$ cat config.mk
export PLATFORM = sky130hd
export DESIGN_NAME = task_ring_deque
export DESIGN_NICKNAME = d
export VERILOG_FILES = /design/src/rtl/trd_pkg.sv /design/src/rtl/task_ring_deque.sv
export SDC_FILE = /design/constraint.sdc
export NUM_CORES = 2
export LEC_CHECK = 0
export ABC_AREA = 0
export BUFFER_PORTS_ARGS = -buffer_cell sky130_fd_sc_hd__buf_4
export CAP_MARGIN = 20
export CORE_AREA = 4 4 551 553
export CTS_CLUSTER_DIAMETER = 200
export DETAILED_ROUTE_END_ITERATION = 12
export DIE_AREA = 0 0 555 557
export PLACE_DENSITY_LB_ADDON = 0.1
export SLEW_MARGIN = 20
export SYNTH_ARGS = -nofsm -noshare
export SYNTH_HDL_FRONTEND = slang
export SYNTH_SLANG_ARGS = --single-unit
$ cat constraint.sdc
create_clock -name clk -period 6.51 [get_ports clk]
set_clock_uncertainty 0.1 [all_clocks]
set_input_delay 0.651 -clock clk [delete_from_list [all_inputs] [get_ports clk]]
set_output_delay 0.651 -clock clk [all_outputs]
set_load 0.05 [all_outputs]
$ cat src/rtl/trd_pkg.sv
package trd_pkg;

    // Storage geometry. DEPTH must stay a power of two: slot arithmetic wraps by truncation.
    localparam int DEPTH     = 256;
    localparam int TASK_BITS = 16;
    localparam int ADDR_BITS = $clog2(DEPTH);
    localparam int CNT_BITS  = $clog2(DEPTH + 1);

    // Request field widths.
    localparam int CMD_BITS    = 3;
    localparam int OFFSET_BITS = 8;
    localparam int STATUS_BITS = 2;

    // Command codes carried in a request.
    typedef enum logic [CMD_BITS-1:0] {
        CMD_PUSH_BACK  = 3'd0,
        CMD_PUSH_FRONT = 3'd1,
        CMD_TAKE_AT    = 3'd2,
        CMD_REMOVE_ALL = 3'd3,
        CMD_PEEK       = 3'd4
    } trd_cmd_t;

    // Status codes returned with each result.
    typedef enum logic [STATUS_BITS-1:0] {
        ST_OK         = 2'd0,
        ST_FULL       = 2'd1,
        ST_BAD_OFFSET = 2'd2
    } trd_status_t;

    // One request.
    typedef struct packed {
        logic [CMD_BITS-1:0]    cmd;
        logic [TASK_BITS-1:0]   task_id;
        logic [OFFSET_BITS-1:0] offset;
    } trd_req_t;

    // One result.
    typedef struct packed {
        trd_status_t          status;
        logic [TASK_BITS-1:0] task_out;
        logic [CNT_BITS-1:0]  removed_count;
        logic [CNT_BITS-1:0]  occupancy;
    } trd_result_t;

endpackage

$ cat src/rtl/task_ring_deque.sv
// Ring-buffer task deque with a fixed depth of 256 task identifiers.
// A request (cmd, task_id, offset) is taken at a rising edge where start is
// high and busy is low. Busy stays high while the request is worked on, and
// exactly one result (status, task_out, removed_count, occupancy) follows,
// shown for a single cycle with done high. The receiver cannot stall the
// block: a result is gone after its cycle. A new request may be issued in
// the same cycle that done is high.
// All work goes through one single-port store and one slot adder
// (head plus offset), so each command's work is set by store accesses:
//   push_back, push_front, unknown command, bad offset: execute step only.
//   peek, take_at at offset 0: one read. take_at at another offset: also a
//   read of the head entry and a write of it into the vacated slot. remove_all:
//   a read and compare per scanned entry, a head-entry copy per match not at head.
// Reset (rst_n low, asynchronous) empties the queue and clears the sequencer;
// store contents are left as they are and only written slots are ever read.
module task_ring_deque (
    input  logic                 clk,
    input  logic                 rst_n,
    input  logic                 start,
    input  trd_pkg::trd_req_t    request,
    output logic                 busy,
    output logic                 done,
    output trd_pkg::trd_result_t result
);
    import trd_pkg::*;

    // Sequencer states, one-hot.
    typedef enum logic [7:0] {
        S_IDLE = 8'b0000_0001,
        S_EXEC = 8'b0000_0010,
        S_RD1  = 8'b0000_0100,
        S_RD2  = 8'b0000_1000,
        S_SCAN = 8'b0001_0000,
        S_CMP  = 8'b0010_0000,
        S_COPY = 8'b0100_0000,
        S_SPARE = 8'b1000_0000
    } state_t;

    state_t                state_reg, state_next;
    trd_req_t              req_reg, req_next;
    logic [ADDR_BITS-1:0]  head_reg, head_next;
    logic [CNT_BITS-1:0]   count_reg, count_next;
    logic [CNT_BITS-1:0]   idx_reg, idx_next;
    trd_status_t           status_reg, status_next;
    logic [TASK_BITS-1:0]  task_out_reg, task_out_next;
    logic [CNT_BITS-1:0]   removed_reg, removed_next;
    logic                  done_reg, done_next;

    // Store port and the shared slot adder.
    logic [TASK_BITS-1:0]  mem [DEPTH];
    logic [TASK_BITS-1:0]  rd_data_reg;
    logic [ADDR_BITS-1:0]  off_sel;
    logic [ADDR_BITS-1:0]  mem_addr;
    logic                  mem_wr_en;
    logic                  mem_rd_en;
    logic [TASK_BITS-1:0]  mem_wr_data;
    logic                  finish;
    logic                  full;

    assign mem_addr = head_reg + off_sel;
    assign full     = (count_reg == CNT_BITS'(DEPTH));

    // Single-port store with registered read data.
    always_ff @(posedge clk)
    begin
        if (mem_wr_en)
        begin
            mem[mem_addr] <= mem_wr_data;
        end
        if (mem_rd_en)
        begin
            rd_data_reg <= mem[mem_addr];
        end
    end

    // Sequencer: next state, store access and queue updates.
    always_comb
    begin
        state_next    = state_reg;
        req_next      = req_reg;
        head_next     = head_reg;
        count_next    = count_reg;
        idx_next      = idx_reg;
        status_next   = status_reg;
        task_out_next = task_out_reg;
        removed_next  = removed_reg;
        done_next     = 1'b0;
        off_sel       = '0;
        mem_wr_en     = 1'b0;
        mem_rd_en     = 1'b0;
        mem_wr_data   = req_reg.task_id;
        finish        = 1'b0;

        case (state_reg)
            S_IDLE:
            begin
                if (start)
                begin
                    req_next      = request;
                    status_next   = ST_OK;
                    task_out_next = '0;
                    removed_next  = '0;
                    idx_next      = '0;
                    state_next    = S_EXEC;
                end
            end

            S_EXEC:
            begin
                case (req_reg.cmd)
                    CMD_PUSH_BACK:
                    begin
                        if (full)
                        begin
                            status_next = ST_FULL;
                        end
                        else
                        begin
                            off_sel    = count_reg[ADDR_BITS-1:0];
                            mem_wr_en  = 1'b1;
                            count_next = count_reg + CNT_BITS'(1);
                        end
                        finish = 1'b1;
                    end
                    CMD_PUSH_FRONT:
                    begin
                        if (full)
                        begin
                            status_next = ST_FULL;
                        end
                        else
                        begin
                            off_sel    = '1;
                            mem_wr_en  = 1'b1;
                            head_next  = mem_addr;
                            count_next = count_reg + CNT_BITS'(1);
                        end
                        finish = 1'b1;
                    end
                    CMD_TAKE_AT, CMD_PEEK:
                    begin
                        if (CNT_BITS'(req_reg.offset) >= count_reg)
                        begin
                            status_next = ST_BAD_OFFSET;
                            finish      = 1'b1;
                        end
                        else
                        begin
                            off_sel    = ADDR_BITS'(req_reg.offset);
                            mem_rd_en  = 1'b1;
                            state_next = S_RD1;
                        end
                    end
                    CMD_REMOVE_ALL:
                    begin
                        state_next = S_SCAN;
                    end
                    default:
                    begin
                        finish = 1'b1;
                    end
                endcase
            end

            // Entry at the offset is back; a take at another offset also needs the head entry.
            S_RD1:
            begin
                task_out_next = rd_data_reg;
                if (req_reg.cmd == CMD_PEEK)
                begin
                    finish = 1'b1;
                end
                else if (req_reg.offset == '0)
                begin
                    head_next  = head_reg + ADDR_BITS'(1);
                    count_next = count_reg - CNT_BITS'(1);
                    finish     = 1'b1;
                end
                else
                begin
                    mem_rd_en  = 1'b1;
                    state_next = S_RD2;
                end
            end

            // Move the head entry into the vacated slot.
            S_RD2:
            begin
                off_sel     = ADDR_BITS'(req_reg.offset);
                mem_wr_en   = 1'b1;
                mem_wr_data = rd_data_reg;
                head_next   = head_reg + ADDR_BITS'(1);
                count_next  = count_reg - CNT_BITS'(1);
                finish      = 1'b1;
            end

            // Walk the occupied range for remove_all.
            S_SCAN:
            begin
                if (idx_reg >= count_reg)
                begin
                    finish = 1'b1;
                end
                else
                begin
                    off_sel    = idx_reg[ADDR_BITS-1:0];
                    mem_rd_en  = 1'b1;
                    state_next = S_CMP;
                end
            end

            S_CMP:
            begin
                if (rd_data_reg == req_reg.task_id)
                begin
                    if (idx_reg == '0)
                    begin
                        head_next    = head_reg + ADDR_BITS'(1);
                        count_next   = count_reg - CNT_BITS'(1);
                        removed_next = removed_reg + CNT_BITS'(1);
                        state_next   = S_SCAN;
                    end
                    else
                    begin
                        mem_rd_en  = 1'b1;
                        state_next = S_COPY;
                    end
                end
                else
                begin
                    idx_next   = idx_reg + CNT_BITS'(1);
                    state_next = S_SCAN;
                end
            end

            S_COPY:
            begin
                off_sel      = idx_reg[ADDR_BITS-1:0];
                mem_wr_en    = 1'b1;
                mem_wr_data  = rd_data_reg;
                head_next    = head_reg + ADDR_BITS'(1);
                count_next   = count_reg - CNT_BITS'(1);
                removed_next = removed_reg + CNT_BITS'(1);
                state_next   = S_SCAN;
            end

            default:
            begin
                state_next = S_IDLE;
            end
        endcase

        // Every command ends by showing its result for one cycle.
        if (finish)
        begin
            state_next = S_IDLE;
            done_next  = 1'b1;
        end
    end

    // Control registers.
    always_ff @(posedge clk or negedge rst_n)
    begin
        if (!rst_n)
        begin
            state_reg <= S_IDLE;
            head_reg  <= '0;
            count_reg <= '0;
            done_reg  <= 1'b0;
        end
        else
        begin
            state_reg <= state_next;
            head_reg  <= head_next;
            count_reg <= count_next;
            done_reg  <= done_next;
        end
    end

    // Request copy, scan index and result fields.
    always_ff @(posedge clk)
    begin
        req_reg      <= req_next;
        idx_reg      <= idx_next;
        status_reg   <= status_next;
        task_out_reg <= task_out_next;
        removed_reg  <= removed_next;
    end

    assign busy                 = (state_reg != S_IDLE);
    assign done                 = done_reg;
    assign result.status        = status_reg;
    assign result.task_out      = task_out_reg;
    assign result.removed_count = removed_reg;
    assign result.occupancy     = count_reg;

    // The queue never holds more than its depth.
    assert property (@(posedge clk) disable iff (!rst_n)
        count_reg <= CNT_BITS'(DEPTH))
        else $error("entry count beyond depth");

    // A result strobe lasts exactly one cycle.
    assert property (@(posedge clk) disable iff (!rst_n)
        done |=> !done)
        else $error("result strobe held for two cycles");

    // An accepted request always enters the execute step.
    assert property (@(posedge clk) disable iff (!rst_n)
        (start && !busy) |=> (state_reg == S_EXEC))
        else $error("accepted request not executed");

    // The store is only written while a request is in progress.
    assert property (@(posedge clk) disable iff (!rst_n)
        mem_wr_en |-> busy)
        else $error("store written while idle");

    // Occupancy moves by at most one per cycle.
    assert property (@(posedge clk) disable iff (!rst_n)
        (count_reg == $past(count_reg)) || (count_reg == $past(count_reg) + CNT_BITS'(1))
        || (count_reg + CNT_BITS'(1) == $past(count_reg)))
        else $error("entry count jumped");

endmodule
==> impl_metrics.env <==
export IMPL_firstDrtPassIters=8
export IMPL_maxSlewViolCount=0
export IMPL_yosysTopAreaCellShare_pct=76.6
export IMPL_vias=86300
export IMPL_end_kind="flop"
export IMPL_arrival_ns=7.08
export IMPL_cts_reportedPaths_clkPinSlew_ns=0.06
export IMPL_drt_iter0_drc=12900
export IMPL_power_mw=77.0
export IMPL_clock_sink_count=4200
export IMPL_layout_common_cells="edfxtp_1 (4175), mux4_2 (1060), nand2_1 (691)"
export IMPL_drive_gt1_share_pct=28.7
export IMPL_cts_tree="built"
export IMPL_die_area_um2=309000
export IMPL_crit_fanout=25
export IMPL_rows=201
export IMPL_synth_nets=7963
export IMPL_grt_pass1_vias=85100
export IMPL_p_seq_share_pct=40.6
export IMPL_htree_levels=5
export IMPL_slew_headroom_pct=1.85
export IMPL_clock_path_buffers=4
export IMPL_cts_root_buffer="clkbuf_16"
export IMPL_status="complete, no violations"
export IMPL_whs_ns=0.0729
export IMPL_final_min_clock_period_ns=6.34
export IMPL_drt_wl_total_mm=468
export IMPL_p_per_area_nw_per_um2=403
export IMPL_clkPwrFrac_pct=30.8
export IMPL_seq_area_frac_synth_pct=77.0
export IMPL_grt_first_pass_wirelength_mm=663
export IMPL_hold_class="in -> async"
export IMPL_pwr_share_comb_pct=28.7
export IMPL_initial_utilization_pct=54.8
export IMPL_hold_viol=0
export IMPL_fin_nets=8832
export IMPL_timing_final_crit_share_pct=97.5
export IMPL_cts_buffers=419
export IMPL_cp_slowest_stage_delay_ns=0.90
export IMPL_ios=68
export IMPL_globalplace_congestion=0.911
export IMPL_coreArea_um2=299000
export IMPL_worst_pin_slew_ns=1.47
export IMPL_synth_async_sr_flop_share_pct=0.595
export IMPL_grt_antenna_before_repair=28
export IMPL_reg2reg_depth=20
export IMPL_antenna_left=0
export IMPL_dp_hpwl_mm=288
export IMPL_crit_chain="or4_4 > nor4b_4 > and3_1 > nand2_1 > nand2_2 > a22oi_1 > o21ai_0 > ha_4 > inv_1 > fa_4 > buf_12 > buf_12 > buf_12 > mux4_2 > mux2i_1 > o22ai_1 > a311oi_1 > nor3_1 > a31oi_1 > mux2i_1"
export IMPL_fmax_mhz=158
export IMPL_dp_cells=12300
export IMPL_utilization_pct=64.0
export IMPL_grt_max_degree=172
export IMPL_p_sw_share_pct=31.5
export IMPL_grt_overflow=0
export IMPL_internal_power_mw=52.7
export IMPL_die_w_um=555
export IMPL_netlist_area_um2=164000
export IMPL_clk_latency_ns=0.99
export IMPL_instances_no_fill=13100
export IMPL_peakVddDrop_mv=0.296
export IMPL_drv_cap=0
export IMPL_synth_main_ff_cell="edfxtp_1"
export IMPL_setup_violations=0
export IMPL_synth_edf_count=4175
export IMPL_avgViaCountPerCell=6.60
export IMPL_syn_instance_count=7896
export IMPL_yosys_warnings=0
export IMPL_crit_type="reg -> reg"
export IMPL_largest_reg_flops=4096
export IMPL_synth_cell_type_count=81
export IMPL_cts_setup_buffers=0
export IMPL_drc=0
export IMPL_cp_common_cell="buf_12"
export IMPL_area_delta_synth_final_pct=16.8
export IMPL_synth_top_area_cell="edfxtp_1"
export IMPL_rsz0062_at_grt="false"
export IMPL_switching_power_mw=24.3
export IMPL_synth_area_per_cell_um2=20.7
export IMPL_slowest_stage="fa_4"
export IMPL_leakage_nw=61.0
export IMPL_crit_required_ns=7.25
export IMPL_layout_commonest_cell="edfxtp_1"
export IMPL_critPathLaunchType="flop"
export IMPL_placement_io_buffers=67
export IMPL_wl_per_cell_um=35.8
export IMPL_synth_seq_cells=4200
export IMPL_ys_top_cells_by_area="edfxtp_1 (77%), mux4_2 (15%), nand2_1 (1.6%), nor2_1 (0.92%), nand3_1 (0.82%)"
export IMPL_die_height_um=557
export IMPL_gr_usage_all_layers_pct=30.4
[final timing paths]
kind / slack (ns) / startpoint / endpoint
worst max register to register: 0.17 / state_reg[3] / rd_data_reg[7]
worst min-delay path: 0.07 / rst_n / state_reg[1]
worst max-delay path: 0.17 / state_reg[3] / rd_data_reg[7]
max in group asynchronous: 5.92 / rst_n / state_reg[0]
min in group clk: 0.35 / request[25] / req_reg[25]
worst min register to register: 0.45 / head_reg[6] / head_reg[6]
[metrics by stage]
step	setup TNS (ns)	worst slack (ns)	cell area, um^2
final	0	0.166	191000
after global routing	0	0.0167	191000
after CTS	0	0.0280	191000
after detailed placement	-0.160	-0.153	177000
after global placement	-1.47	-1.09	177000
after floorplan	0	0.293	164000
[cell families (layout without fill, tap and decap cells)]
group	Yosys count	count (layout)	synth area share (%)
multiplexers	1190	1190	15.4
adder cells (fa/ha/maj)	37	37	0.292
AND/OR/NAND/NOR	1542	1542	4.02
AO/OA/AOI/OAI	397	397	1.67
flip-flops	4200	4200	77.0
XOR/XNOR	45	45	0.262
other	0	11	0
buffers and inverters	485	1688	1.34
[routing by layer]
metal / track usage [%] / routed length (um) / part of all wire, %
met5: 0 / 49 / 0.010
met4: 11.0 / 18900 / 4.0
met3: 6.35 / 52000 / 11
met2: 45.7 / 216000 / 46
met1: 45.1 / 181000 / 39
[layout make-up]
class | count | area, um^2
diodes | 11 | 27.5
fillers | 20000 | 108000
multi-input cells | 3211 | 36000
inverters | 29 | 109
flip-flops and latches | 4200 | 126000
repair buffers | 904 | 10500
clock inverters | 259 | 2530
clock buffers | 496 | 10900
well taps | 3958 | 4950
[cell usage after synthesis, drive strengths merged (33+ instances only)]
master,count
nand2,700
a21oi,66
mux2i,108
and3,47
a31oi,58
ha,35
o21ai,66
o22ai,38
nor3,33
nor2,402
buf,268
nand3,268
mux4,1060
edfxtp,4175
clkbuf,188
[power groups by stage]
stage,clock network [mW],logic [mW],registers [mW]
2_1_floorplan,0,11.6,32.1
3_3_place_gp,0,21.7,31.8
3_5_place_dp,0,21.8,31.8
4_1_cts,24.0,21.9,31.2
5_1_grt,25.2,23.0,31.2
6_report,23.7,22.1,31.2
[worst max-delay path, delay by kind of cell (launching register included)]
| family | cells | cell delay (ns) |
|---|---|---|
| adder cells (fa/ha/maj) | 2 | 1.13 |
| buffers and inverters | 4 | 0.72 |
| AND/OR/NAND/NOR | 6 | 2.26 |
| AO/OA/AOI/OAI | 5 | 0.96 |
| flip-flops | 1 | 0.43 |
| multiplexers | 3 | 0.54 |
[what timing repair did]
item	CTS	global route
setup endpoints to repair	1	425
pin swaps	0	5
hold buffers	29	0
hold endpoints to repair	54	0
gates resized for setup	2	26
No activity file was read; power rests on OpenSTA's default activity.
